[config.mk]
export PLATFORM = sky130hd
export DESIGN_NAME = ts_pid_packet_filter
export DESIGN_NICKNAME = d
export VERILOG_FILES = /design/src/sv/tspf_pkg.sv /design/src/sv/tspf_fifo.sv /design/src/sv/tspf_parse.sv /design/src/sv/ts_pid_packet_filter.sv
export SDC_FILE = /design/constraint.sdc
export NUM_CORES = 1
export LEC_CHECK = 0
export BUFFER_PORTS_ARGS = -buffer_cell sky130_fd_sc_hd__buf_2
export CAP_MARGIN = 20
export CELL_PAD_IN_SITES_DETAIL_PLACEMENT = 0
export CELL_PAD_IN_SITES_GLOBAL_PLACEMENT = 2
export CORE_ASPECT_RATIO = 1.1
export CORE_UTILIZATION = 25
export DETAILED_ROUTE_END_ITERATION = 12
export PLACE_DENSITY_LB_ADDON = 0.1
export SLEW_MARGIN = 20
export SYNTH_ARGS = -nofsm -noshare
export SYNTH_HDL_FRONTEND = slang
export SYNTH_SLANG_ARGS = --single-unit
[constraint.sdc]
create_clock -name clk_i -period 9.65 [get_ports clk_i]
set_clock_uncertainty 0.1 [all_clocks]
set_input_delay 1.4475 -clock clk_i [delete_from_list [all_inputs] [get_ports clk_i]]
set_output_delay 1.4475 -clock clk_i [all_outputs]
set_load 0.02 [all_outputs]
[src/sv/tspf_pkg.sv]
package tspf_pkg;

  localparam int unsigned BYTE_W        = 8;
  localparam int unsigned BLOCK_BYTES_W = 20;
  localparam int unsigned PID_W         = 13;
  localparam int unsigned COUNT_W       = 3;
  localparam int unsigned COMP_N        = 4;
  localparam int unsigned CFG_IDX_W     = 3;
  localparam int unsigned CFG_DATA_W    = 13;

  // output queue: one header burst plus steady one-word flow
  localparam int unsigned FIFO_DEPTH = 8;
  localparam int unsigned FIFO_PTR_W = 3;
  localparam int unsigned FIFO_CNT_W = 4;
  localparam int unsigned BURST_N    = 3;

  localparam logic [BYTE_W-1:0] SYNC_BYTE     = 8'h47;
  localparam logic [4:0]        PID_HI_MASK   = 5'h1f;
  localparam logic [PID_W-1:0]  PID_PAT       = 13'h0000;
  localparam logic [PID_W-1:0]  PID_CAT       = 13'h0001;
  localparam logic [PID_W-1:0]  PID_SDT       = 13'h0011;
  localparam logic [PID_W-1:0]  PID_EIT       = 13'h0012;
  localparam logic [PID_W-1:0]  PID_TDT       = 13'h0014;

  typedef enum logic [CFG_IDX_W-1:0] {
    CFG_FILTER_ENABLE   = 3'd0,
    CFG_PMT_PID         = 3'd1,
    CFG_PCR_PID         = 3'd2,
    CFG_COMPONENT_COUNT = 3'd3,
    CFG_COMPONENT_PID_A = 3'd4,
    CFG_COMPONENT_PID_B = 3'd5,
    CFG_COMPONENT_PID_C = 3'd6,
    CFG_COMPONENT_PID_D = 3'd7
  } cfg_idx_e;

  typedef struct packed {
    logic                         filter_enable;
    logic [PID_W-1:0]             pmt_pid;
    logic [PID_W-1:0]             pcr_pid;
    logic [COUNT_W-1:0]           component_count;
    logic [COMP_N-1:0][PID_W-1:0] component_pid;
  } cfg_t;

  typedef struct packed {
    logic [BYTE_W-1:0]        data_byte;
    logic                     block_start;
    logic [BLOCK_BYTES_W-1:0] block_bytes;
  } in_word_t;

  typedef struct packed {
    logic [BYTE_W-1:0] out_byte;
    logic              packet_first;
  } out_word_t;

  typedef struct packed {
    logic [1:0]                n;
    out_word_t [BURST_N-1:0]   word;
  } push_t;

  function automatic logic pid_selected(cfg_t c, logic [PID_W-1:0] pid);
    logic hit;
    hit = (c.filter_enable == 1'b0) ||
          (pid == PID_PAT) || (pid == PID_CAT) || (pid == PID_SDT) ||
          (pid == PID_EIT) || (pid == PID_TDT) ||
          (pid == c.pmt_pid) || (pid == c.pcr_pid);
    // a count above four enables all four slots
    for (int i = 0; i < COMP_N; i++) begin
      if ((c.component_count > COUNT_W'(i)) && (c.component_pid[i] == pid)) begin
        hit = 1'b1;
      end
    end
    return hit;
  endfunction

endpackage

[src/sv/tspf_fifo.sv]
module tspf_fifo (
  input  logic                clk_i,
  input  logic                rst_ni,
  input  tspf_pkg::push_t     push_i,
  output logic                room_o,
  output logic                out_valid_o,
  input  logic                out_ready_i,
  output tspf_pkg::out_word_t out_word_o
);
  import tspf_pkg::*;

  out_word_t             mem_q [FIFO_DEPTH];
  logic [FIFO_PTR_W-1:0] wr_ptr_q, wr_ptr_d;
  logic [FIFO_PTR_W-1:0] rd_ptr_q, rd_ptr_d;
  logic [FIFO_CNT_W-1:0] count_q, count_d;
  logic                  pop;

  assign pop         = out_valid_o && out_ready_i;
  assign out_valid_o = (count_q != '0);
  assign out_word_o  = mem_q[rd_ptr_q];
  // a full burst must fit without counting the word leaving this cycle
  assign room_o      = (count_q <= FIFO_CNT_W'(FIFO_DEPTH - BURST_N));

  always_comb begin
    wr_ptr_d = wr_ptr_q + FIFO_PTR_W'(push_i.n);
    rd_ptr_d = rd_ptr_q + FIFO_PTR_W'(pop);
    count_d  = count_q + FIFO_CNT_W'(push_i.n) - FIFO_CNT_W'(pop);
  end

  always_ff @(posedge clk_i) begin
    for (int k = 0; k < BURST_N; k++) begin
      if (push_i.n > 2'(k)) begin
        mem_q[wr_ptr_q + FIFO_PTR_W'(k)] <= push_i.word[k];
      end
    end
  end

  always_ff @(posedge clk_i or negedge rst_ni) begin
    if (!rst_ni) begin
      wr_ptr_q <= '0;
      rd_ptr_q <= '0;
      count_q  <= '0;
    end else begin
      wr_ptr_q <= wr_ptr_d;
      rd_ptr_q <= rd_ptr_d;
      count_q  <= count_d;
    end
  end

`ifndef NO_ASSERTIONS
  a_count_bound: assert property (@(posedge clk_i) disable iff (!rst_ni)
    count_q <= FIFO_CNT_W'(FIFO_DEPTH))
    else $error("output queue count beyond depth");

  a_push_fits: assert property (@(posedge clk_i) disable iff (!rst_ni)
    (push_i.n != 2'd0) |-> (FIFO_CNT_W'(push_i.n) + count_q <= FIFO_CNT_W'(FIFO_DEPTH)))
    else $error("push overflows output queue");

  a_ptr_track: assert property (@(posedge clk_i) disable iff (!rst_ni)
    (wr_ptr_q - rd_ptr_q) == count_q[FIFO_PTR_W-1:0])
    else $error("queue pointers disagree with count");
`endif

endmodule

[src/sv/tspf_parse.sv]
module tspf_parse #(
  parameter int unsigned PACKET_BYTES    = 188,
  parameter int unsigned MAX_BLOCK_BYTES = 1048575
) (
  input  logic               clk_i,
  input  logic               rst_ni,
  input  tspf_pkg::cfg_t     cfg_i,
  input  logic               in_valid_i,
  output logic               in_ready_o,
  input  tspf_pkg::in_word_t in_word_i,
  input  logic               room_i,
  output tspf_pkg::push_t    push_o
);
  import tspf_pkg::*;

  localparam int unsigned OFF_W = $clog2(MAX_BLOCK_BYTES + 1);
  localparam int unsigned CMP_W = ((OFF_W > BLOCK_BYTES_W) ? OFF_W : BLOCK_BYTES_W) + 1;
  localparam int unsigned POS_W = $clog2(PACKET_BYTES);

  localparam logic [CMP_W-1:0] MAX_LEN    = CMP_W'(MAX_BLOCK_BYTES);
  localparam logic [CMP_W-1:0] PKT_LEN    = CMP_W'(PACKET_BYTES);
  localparam logic [OFF_W-1:0] MAX_OFF    = OFF_W'(MAX_BLOCK_BYTES);
  localparam logic [POS_W:0]   PKT_WRAP   = (POS_W + 1)'(PACKET_BYTES);

  in_word_t          word_q;
  logic              vld_q;
  logic              advance;

  logic [OFF_W-1:0]  off_q, off_d;
  logic [POS_W-1:0]  pos_q, pos_d;
  logic              keep_q, keep_d;
  logic [BYTE_W-1:0] hdr_q, hdr_d;

  logic [OFF_W-1:0]  offset;
  logic [POS_W-1:0]  pos;
  logic [POS_W:0]    pos_inc;
  logic [CMP_W-1:0]  len_c;
  logic              whole;
  logic [PID_W-1:0]  pid;
  push_t             push;

  assign advance    = vld_q && room_i;
  assign in_ready_o = !vld_q || room_i;
  assign push_o     = push;

  always_comb begin
    offset  = word_q.block_start ? '0 : off_q;
    pos     = word_q.block_start ? '0 : pos_q;
    len_c   = (CMP_W'(word_q.block_bytes) > MAX_LEN) ? MAX_LEN : CMP_W'(word_q.block_bytes);
    whole   = (CMP_W'(offset) + PKT_LEN) <= len_c;
    pid     = {hdr_q[4:0] & PID_HI_MASK, word_q.data_byte};
    pos_inc = {1'b0, pos} + (POS_W + 1)'(1);

    keep_d  = keep_q;
    hdr_d   = hdr_q;
    push    = '0;
    push.word[0].out_byte = word_q.data_byte;

    if (pos == POS_W'(0)) begin
      keep_d = whole && (word_q.data_byte == SYNC_BYTE);
    end else if (pos == POS_W'(1)) begin
      hdr_d = word_q.data_byte;
    end else if (pos == POS_W'(2)) begin
      if (keep_q) begin
        if (pid_selected(cfg_i, pid)) begin
          // sync byte and the two held header bytes go out together
          push.n                    = 2'd3;
          push.word[0].out_byte     = SYNC_BYTE;
          push.word[0].packet_first = 1'b1;
          push.word[1].out_byte     = hdr_q;
          push.word[2].out_byte     = word_q.data_byte;
        end else begin
          keep_d = 1'b0;
        end
      end
    end else if (keep_q) begin
      push.n = 2'd1;
    end

    pos_d = (pos_inc >= PKT_WRAP) ? '0 : pos_inc[POS_W-1:0];
    off_d = (offset < MAX_OFF) ? offset + OFF_W'(1) : offset;

    if (!advance) begin
      push.n = 2'd0;
    end
  end

  always_ff @(posedge clk_i) begin
    if (in_valid_i && in_ready_o) begin
      word_q <= in_word_i;
    end
    if (advance) begin
      hdr_q <= hdr_d;
    end
  end

  always_ff @(posedge clk_i or negedge rst_ni) begin
    if (!rst_ni) begin
      vld_q  <= 1'b0;
      off_q  <= '0;
      pos_q  <= '0;
      keep_q <= 1'b0;
    end else begin
      if (in_ready_o) begin
        vld_q <= in_valid_i;
      end
      if (advance) begin
        off_q  <= off_d;
        pos_q  <= pos_d;
        keep_q <= keep_d;
      end
    end
  end

`ifndef NO_ASSERTIONS
  a_burst_head: assert property (@(posedge clk_i) disable iff (!rst_ni)
    (push.n == 2'd3) |-> (push.word[0].packet_first && push.word[0].out_byte == SYNC_BYTE))
    else $error("header burst does not open with sync word");

  a_push_room: assert property (@(posedge clk_i) disable iff (!rst_ni)
    (push.n != 2'd0) |-> (vld_q && room_i))
    else $error("push without a held word or queue room");

  a_single_plain: assert property (@(posedge clk_i) disable iff (!rst_ni)
    (push.n == 2'd1) |-> (!push.word[0].packet_first && keep_q))
    else $error("payload word flagged first or from a dropped packet");
`endif

endmodule

[src/sv/ts_pid_packet_filter.sv]
// order: a payload byte is held in the input register, then written to the output queue once
//   the queue has room and offered on out_valid_o; the three header bytes enter the queue
//   together after the third byte is registered and leave one per cycle while out_ready_i is high
// throughput: one byte per cycle; the eight-word output queue absorbs the header burst
//   and input stalls only when the queue holds more than five words
// reset: rst_ni clears registers, flags, position, offset and queue count; held header,
//   input word and queue storage are not reset
module ts_pid_packet_filter #(
  parameter int unsigned PACKET_BYTES    = 188,
  parameter int unsigned MAX_BLOCK_BYTES = 1048575
) (
  input  logic                                clk_i,
  input  logic                                rst_ni,
  input  logic                                cfg_we_i,
  input  logic [tspf_pkg::CFG_IDX_W-1:0]      cfg_index_i,
  input  logic [tspf_pkg::CFG_DATA_W-1:0]     cfg_data_i,
  input  logic                                in_valid_i,
  output logic                                in_ready_o,
  input  tspf_pkg::in_word_t                  in_word_i,
  output logic                                out_valid_o,
  input  logic                                out_ready_i,
  output tspf_pkg::out_word_t                 out_word_o
);
  import tspf_pkg::*;

  cfg_t  cfg_q, cfg_d;
  push_t push;
  logic  room;

  always_comb begin
    cfg_d = cfg_q;
    if (cfg_we_i) begin
      unique case (cfg_idx_e'(cfg_index_i))
        CFG_FILTER_ENABLE:   cfg_d.filter_enable    = cfg_data_i[0];
        CFG_PMT_PID:         cfg_d.pmt_pid          = cfg_data_i[PID_W-1:0];
        CFG_PCR_PID:         cfg_d.pcr_pid          = cfg_data_i[PID_W-1:0];
        CFG_COMPONENT_COUNT: cfg_d.component_count  = cfg_data_i[COUNT_W-1:0];
        CFG_COMPONENT_PID_A: cfg_d.component_pid[0] = cfg_data_i[PID_W-1:0];
        CFG_COMPONENT_PID_B: cfg_d.component_pid[1] = cfg_data_i[PID_W-1:0];
        CFG_COMPONENT_PID_C: cfg_d.component_pid[2] = cfg_data_i[PID_W-1:0];
        CFG_COMPONENT_PID_D: cfg_d.component_pid[3] = cfg_data_i[PID_W-1:0];
        default:             cfg_d = cfg_q;
      endcase
    end
  end

  always_ff @(posedge clk_i or negedge rst_ni) begin
    if (!rst_ni) begin
      cfg_q <= '0;
    end else begin
      cfg_q <= cfg_d;
    end
  end

  tspf_parse #(
    .PACKET_BYTES    (PACKET_BYTES),
    .MAX_BLOCK_BYTES (MAX_BLOCK_BYTES)
  ) u_parse (
    .clk_i      (clk_i),
    .rst_ni     (rst_ni),
    .cfg_i      (cfg_q),
    .in_valid_i (in_valid_i),
    .in_ready_o (in_ready_o),
    .in_word_i  (in_word_i),
    .room_i     (room),
    .push_o     (push)
  );

  tspf_fifo u_fifo (
    .clk_i       (clk_i),
    .rst_ni      (rst_ni),
    .push_i      (push),
    .room_o      (room),
    .out_valid_o (out_valid_o),
    .out_ready_i (out_ready_i),
    .out_word_o  (out_word_o)
  );

endmodule
## Yosys cells after proc, flatten, opt, wreduce, memory -nomap -nowiden

Memory sizes are Yosys's and may differ from the RTL's.
Index checks and enable logic that the tools add are counted.
W data, S select, Z words.

| operators by class | value |
|---|---|
| $mul | 0 |
| bitwise operators | 2 |
| reductions and logical operators | 32 |
| add/sub/neg operators | 9 |
| eq/ne operators | 21 |
| shift operators | 0 |
| divide/modulo/power cells | 0 |
| muxes and demuxes | 41 |
| $lt $le $gt $ge | 11 |

Operators by type and width:

| cell | count |
|---|---|
| $eq A13 B13 Y1 | 6 |
| $mux W8 | 8 |
| $mux W9 | 5 |
| $mux W10 | 4 |
| $mux W20 | 2 |
| $eq A13 B5 Y1 const B | 3 |
| $add A20 B8 Y21 const B | 1 |
| $le A21 B20 Y1 | 1 |
| $add A20 B1 Y20 const B | 1 |
| $lt A20 B20 Y1 const B | 1 |
| $mux W1 | 20 |
| $reduce_and A2 Y1 | 8 |
| $eq A13 B1 Y1 const B | 1 |
| $logic_not A13 Y1 | 1 |
| $eq A3 B3 Y1 const B | 4 |
| $add A8 B1 Y9 const B | 1 |
| $ge A9 B8 Y1 const B | 1 |
| $eq A8 B1 Y1 const B | 1 |
| $eq A8 B2 Y1 const B | 1 |
| $eq A8 B7 Y1 const B | 1 |
| $logic_and A1 B1 Y1 | 8 |
| $logic_not A8 Y1 | 1 |
| $logic_or A1 B1 Y1 | 8 |
| $eq A3 B2 Y1 const B | 2 |
| other kinds (20) | 26 |

| storage, ports and cells | value |
|---|---|
| bits in latches | 0 |
| bits in writable memories | 72 |
| output and inout port bits | 11 |
| input bits | 50 |
| memory bits (read-only) | 0 |
| word-level logic and storage cells | 136 |
| memories | 1 |
| register bits | 159 |

Memory list:

| name | words | bits a word | read ports | clocked after Yosys merged registers in | write ports | RTL line | text |
|---|---|---|---|---|---|---|---|
| u_fifo.mem_q | 8 | 9 | 1 | 0 | 3 | tspf_fifo.sv:12 | `out_word_t mem_q [FIFO_DEPTH];` |

## Depth between registers and ports, before layout

| logic depth | value |
|---|---|
| depth in word-level cells | 25 |
| gate-level depth with buffers | 21 |

## Cells and area by module

From an unflattened synthesis, not the netlist that was laid out.

| second synthesis, totals | value |
|---|---|
| cells, all modules | 1336 |
| area, all modules | 13909.6 sq um |

By module, submodules not included:

| module | instances | area an instance (sq um) | cells an instance | seq. area each (sq um) |
|---|---|---|---|---|
| tspf_fifo | 1 | 5577.8 | 580 | 2412.3 |
| tspf_parse | 1 | 5210.0 | 578 | 1861.8 |
| ts_pid_packet_filter | 1 | 3121.7 | 178 | 2052.0 |

## Worst setup path after synthesis

No wires, ideal clock.

| path | value |
|---|---|
| kind | flip-flop to flip-flop |
| start | register u_parse.word_q[20] in the netlist's numbering |
| end | register u_parse.keep_q |
| path slack | 5.776 ns |
| cell stages (with the launch flop) | 22 |
| arrival time | 3.711 ns |
| data required time | 9.487 ns |
| path buffers | 4 |
| setup time | 0.063 ns |
| clock period less this slack | 3.874 ns |
| path through | edfxtp_1 clkbuf_1 clkbuf_1 clkbuf_1 clkbuf_1 nand2b_1 ha_1 nand2_1 a21oi_1 nor2_1 nand3_1 xor2_1 nor2_1 ha_1 a21o_1 a21o_1 a21o_1 a211o_1 o21bai_1 a31oi_1 o21ai_0 a21bo_2 |

| on the way | value |
|---|---|
| longest elaborated chain between the ends | 5 |
| elaborated cells between the ends (all ways) | 12 |

RTL lines:

| item | RTL line | text |
|---|---|---|
| start, declared | tspf_parse.sv:25 | `in_word_t word_q;` |
| start signal, assigned | tspf_parse.sv:90 | `word_q <= in_word_i;` |
| $mux W20 | tspf_parse.sv:47 | `offset = word_q.block_start ? '0 : off_q;` |
| $add A20 B8 Y21 | tspf_parse.sv:50 | `whole = (CMP_W'(offset) + PKT_LEN) <= len_c;` |
| $le A21 B20 Y1 | tspf_parse.sv:50 |  |
| $logic_and A1 B1 Y1 | tspf_parse.sv:60 | `keep_d = whole && (word_q.data_byte == SYNC_BYTE);` |
| $mux W1 | tspf_parse.sv:59 | `if (pos == POS_W'(0)) begin` |
| end signal, assigned | tspf_parse.sv:110 | `keep_q <= keep_d;` |
| end, declared | tspf_parse.sv:31 | `logic keep_q, keep_d;` |

Parallel ways exist; a longest one is shown, timed or not.
A chain may end at the register's enable or synchronous reset.

==> results.toml <==
[run_status]
status = "complete, no violations"

[clock_network]
root_buffer = "sky130_fd_sc_hd__clkbuf_16"
cts-root-to-sink-buffers = 3
cts-htree-levels = 1
post-cts-setup-buffer-count = 0
cts_hold_repair.buffers = 0
cts.reportedPaths.clkPinSlew_ns = 0.06
clock-sinks = 231
tritoncts.num_buffers = 28
worstSkewPairLatency_ns = 0.59
clock_tree_from_tritoncts = "yes"
cts_repair_resize_count = 0

[worst_setup_path]
required_ns = 9.76
worstPathMaxFanout = 18
cpPeakStageDelay_ns = 1.04
cp_data_arrival_time_ns = 4.52
critPathCaptureType = "flop"
timing_worst_setup_path_type = "reg2reg"
critical_path.slowest_cell = "sky130_fd_sc_hd__edfxtp_1"
chain_of_cells_forming_the_critical_path = "xor2_1 -> nor4_1 -> nand4_1 -> o41ai_2 -> o31a_1 -> nand3_1 -> o22ai_1"
cp_startpoint_kind = "flop"
reg2reg_depth = 7

[placement]
detailed_place.area_sq_um = 13700
dp.cells = 1779
port_buffers = 60
dp_hpwl_mm = 28.8
pre_cts_ws_ns = 5.23
global_placer_s_final_weighted_congestion = 0.765

[synthesis]
number_of_enable_type_register_cells_in_the_synthesized_netlist = 101
synthFlopType = "sky130_fd_sc_hd__dfrtp_1"
synthesis.area_sq_um = 12700
post_synth_num_cell_types = 76
ys_seq_area_share_pct = 49.3
synth_net_count = 1192
synth_seq_cells = 231
post_synth.cell_area_avg_sq_um = 11.5
synth_async_sr_flop_share_pct = 52.8
postSynthCellCount = 1104
yosys_warnings = 0

[cells_and_area]
instances_no_fill = 1831
share_of_layout_cells_above_drive_strength_1_pct = 22.3
final_core_utilization_pct = 29.3
diodes = 0
synthToLayoutAreaGrowth_pct = 15.6
nNetsFinal = 1237
layout.cell_area.non_filler_sq_um = 14600
mostFrequentLayoutCells = "sky130_fd_sc_hd__dfrtp_1, sky130_fd_sc_hd__edfxtp_1, sky130_fd_sc_hd__mux2_2"
layout_commonest_cell = "sky130_fd_sc_hd__dfrtp_1"

[timing]
timing.final.setup_violations = 0
timing.final.max_slew_violations = 0
maxSlewHeadroom_pct = 25.7
fin_hold_ws_ns = 0.379
final_min_period_over_clock_period_pct = 45.7
worst_slew_pin_slew_ns = 1.11
achievable-frequency_mhz = 227
period_needed_ns = 4.41
report.final.hold_viol_count = 0
timing.final.ws_setup_ns = 5.24
setup-tns-final_ns = 0
setup_repair_after_global_routing_missed_its_margin = "false"

[floorplan]
die-height_um = 238
design.core.area_sq_um = 50000
ioPinCount = 61
chipWidth_um = 217
fp-row-count = 86
floorplan.initialDensity_pct = 25.3
design.die.area_sq_um = 51600

[job]
cap_violations = 0

[route]
drt_iter0_drc = 565
final_antenna_net_count = 0
drc = 0
detail_route.wl_per_cell_um = 21.9
drt_first_pass_iters = 5
viasPerCell = 4.71
detail_route.wirelength_mm = 40.0
vias = 8631

[pwr]
report.power.total_mw = 3.31
power_density_nw_per_um2 = 226
power.ir.vdd_worst_mv = 0.136
p_leak_nw = 5.63

[global_routing]
grt_pass1_wl_mm = 60.1
maximum_number_of_pins_on_one_net_before_global_route_repair = 65
grt_remaining_overflow = 0
first_global_vias = 8935
grt_antenna_before_repair = 0
globalRouteTotalUtil_pct = 15.7

[hold_path]
hold_path_depth = 2
holdCritPathClass = "reg2reg"
-- metal layers --
layer  vias up  share of wire, %  global-route usage [%]
met3        43               2.8                    1.80
met5         -                 0                       0
li1       4124                 -                       -
met2       170                49                    26.6
met4         0               2.1                    4.35
met1      4294                46                    21.1
-- layout make-up --
type / count / area [sq um]
fillers: 5207 / 35400
flip-flops and latches: 231 / 6250
multi-input cells: 765 / 6020
well taps: 660 / 826
clock buffers: 43 / 807
repair buffers: 77 / 439
inverters: 46 / 173
clock inverters: 9 / 131
-- Yosys cell counts (4+ instances only) --
master,n,area share (%)
sky130_fd_sc_hd__dfrtp_1,122,24
sky130_fd_sc_hd__edfxtp_1,101,24
sky130_fd_sc_hd__mux2_2,92,8.2
sky130_fd_sc_hd__nand2_1,79,2.3
sky130_fd_sc_hd__nor2_1,75,2.2
sky130_fd_sc_hd__xnor2_1,70,4.8
sky130_fd_sc_hd__xor2_1,49,3.4
sky130_fd_sc_hd__inv_1,46,1.4
sky130_fd_sc_hd__clkbuf_1,38,1.1
sky130_fd_sc_hd__ha_1,36,3.6
sky130_fd_sc_hd__a21oi_1,31,1.2
sky130_fd_sc_hd__o22a_1,24,1.7
sky130_fd_sc_hd__o21ai_0,23,0.91
sky130_fd_sc_hd__nand3_1,22,0.87
sky130_fd_sc_hd__nand4_1,21,1.0
sky130_fd_sc_hd__nor3_1,21,0.83
sky130_fd_sc_hd__buf_2,20,0.79
sky130_fd_sc_hd__mux4_2,18,3.2
sky130_fd_sc_hd__nand2b_1,18,0.89
sky130_fd_sc_hd__nor2b_1,15,0.74
sky130_fd_sc_hd__a21o_1,11,0.65
sky130_fd_sc_hd__a32o_1,11,0.87
sky130_fd_sc_hd__nor4_1,11,0.54
sky130_fd_sc_hd__a31oi_1,10,0.49
sky130_fd_sc_hd__a22o_1,9,0.62
sky130_fd_sc_hd__and2_1,9,0.44
sky130_fd_sc_hd__dfxtp_1,8,1.3
sky130_fd_sc_hd__o22ai_1,8,0.40
sky130_fd_sc_hd__or3_1,8,0.40
sky130_fd_sc_hd__and3_1,6,0.30
sky130_fd_sc_hd__a2bb2o_1,5,0.40
sky130_fd_sc_hd__a31o_2,5,0.35
sky130_fd_sc_hd__o21a_1,5,0.30
sky130_fd_sc_hd__and4_1,4,0.28
sky130_fd_sc_hd__nand4b_1,4,0.28
sky130_fd_sc_hd__nor3b_1,4,0.24
sky130_fd_sc_hd__or2_2,4,0.20
-- state kept, by name, summed over array words and instances, names as in the netlist --
| name | count |
|---|---|
| u_parse.off_q | 20 |
| u_fifo.wr_ptr_q | 3 |
| u_fifo.rd_ptr_q | 3 |
| u_parse.hdr_q | 8 |
| u_fifo.count_q | 4 |
| u_parse.vld_q | 1 |
| cfg_q | 82 |
| u_parse.pid | 8 |
| u_parse.keep_q | 1 |
| u_parse.pos_q | 8 |
| u_parse.len_c | 20 |
| u_parse.word_q | 1 |
| u_fifo.mem_q | 72 |
-- power breakdown --
group | switching (mW) | internal, mW | leakage [nW]
Combinational | 0.498 | 0.375 | 2.75
Clock | 0.453 | 0.632 | 0.445
Sequential | 0.172 | 1.18 | 2.44
-- cells by family after synthesis --
group,share of synthesized area (%)
buffers and inverters,3.43
AO/OA/AOI/OAI,10.7
adder cells (fa/ha/maj),3.87
multiplexers,11.5
flip-flops,49.3
XOR/XNOR,8.23
AND/OR/NAND/NOR,13.0
-- critical path, delay by kind of cell, from the launching register on --
family	cells	cell delay (ns)
AO/OA/AOI/OAI	3	1.77
flip-flops	1	1.04
AND/OR/NAND/NOR	3	0.97
XOR/XNOR	1	0.15
-- final timing paths --
kind,start,end,slack [ns]
worst max-delay path,u_parse.pid[1]$_DFFE_PP_,u_fifo.mem_q[7][7]$_DFFE_PP_,5.24
worst min register to register,u_fifo.mem_q[6][0]$_SDFFE_PP0N_,u_fifo.mem_q[6][0]$_SDFFE_PP0N_,0.38
worst max register to register,u_parse.pid[1]$_DFFE_PP_,u_fifo.mem_q[7][7]$_DFFE_PP_,5.24
worst min-delay path,u_fifo.mem_q[6][0]$_SDFFE_PP0N_,u_fifo.mem_q[6][0]$_SDFFE_PP0N_,0.38
max in group asynchronous,rst_ni,u_fifo.wr_ptr_q[0]$_DFF_PN0_,7.32
min in group asynchronous,rst_ni,cfg_q[18]$_DFFE_PN0P_,0.75
Note: power is estimated with default switching activity, not from simulation.
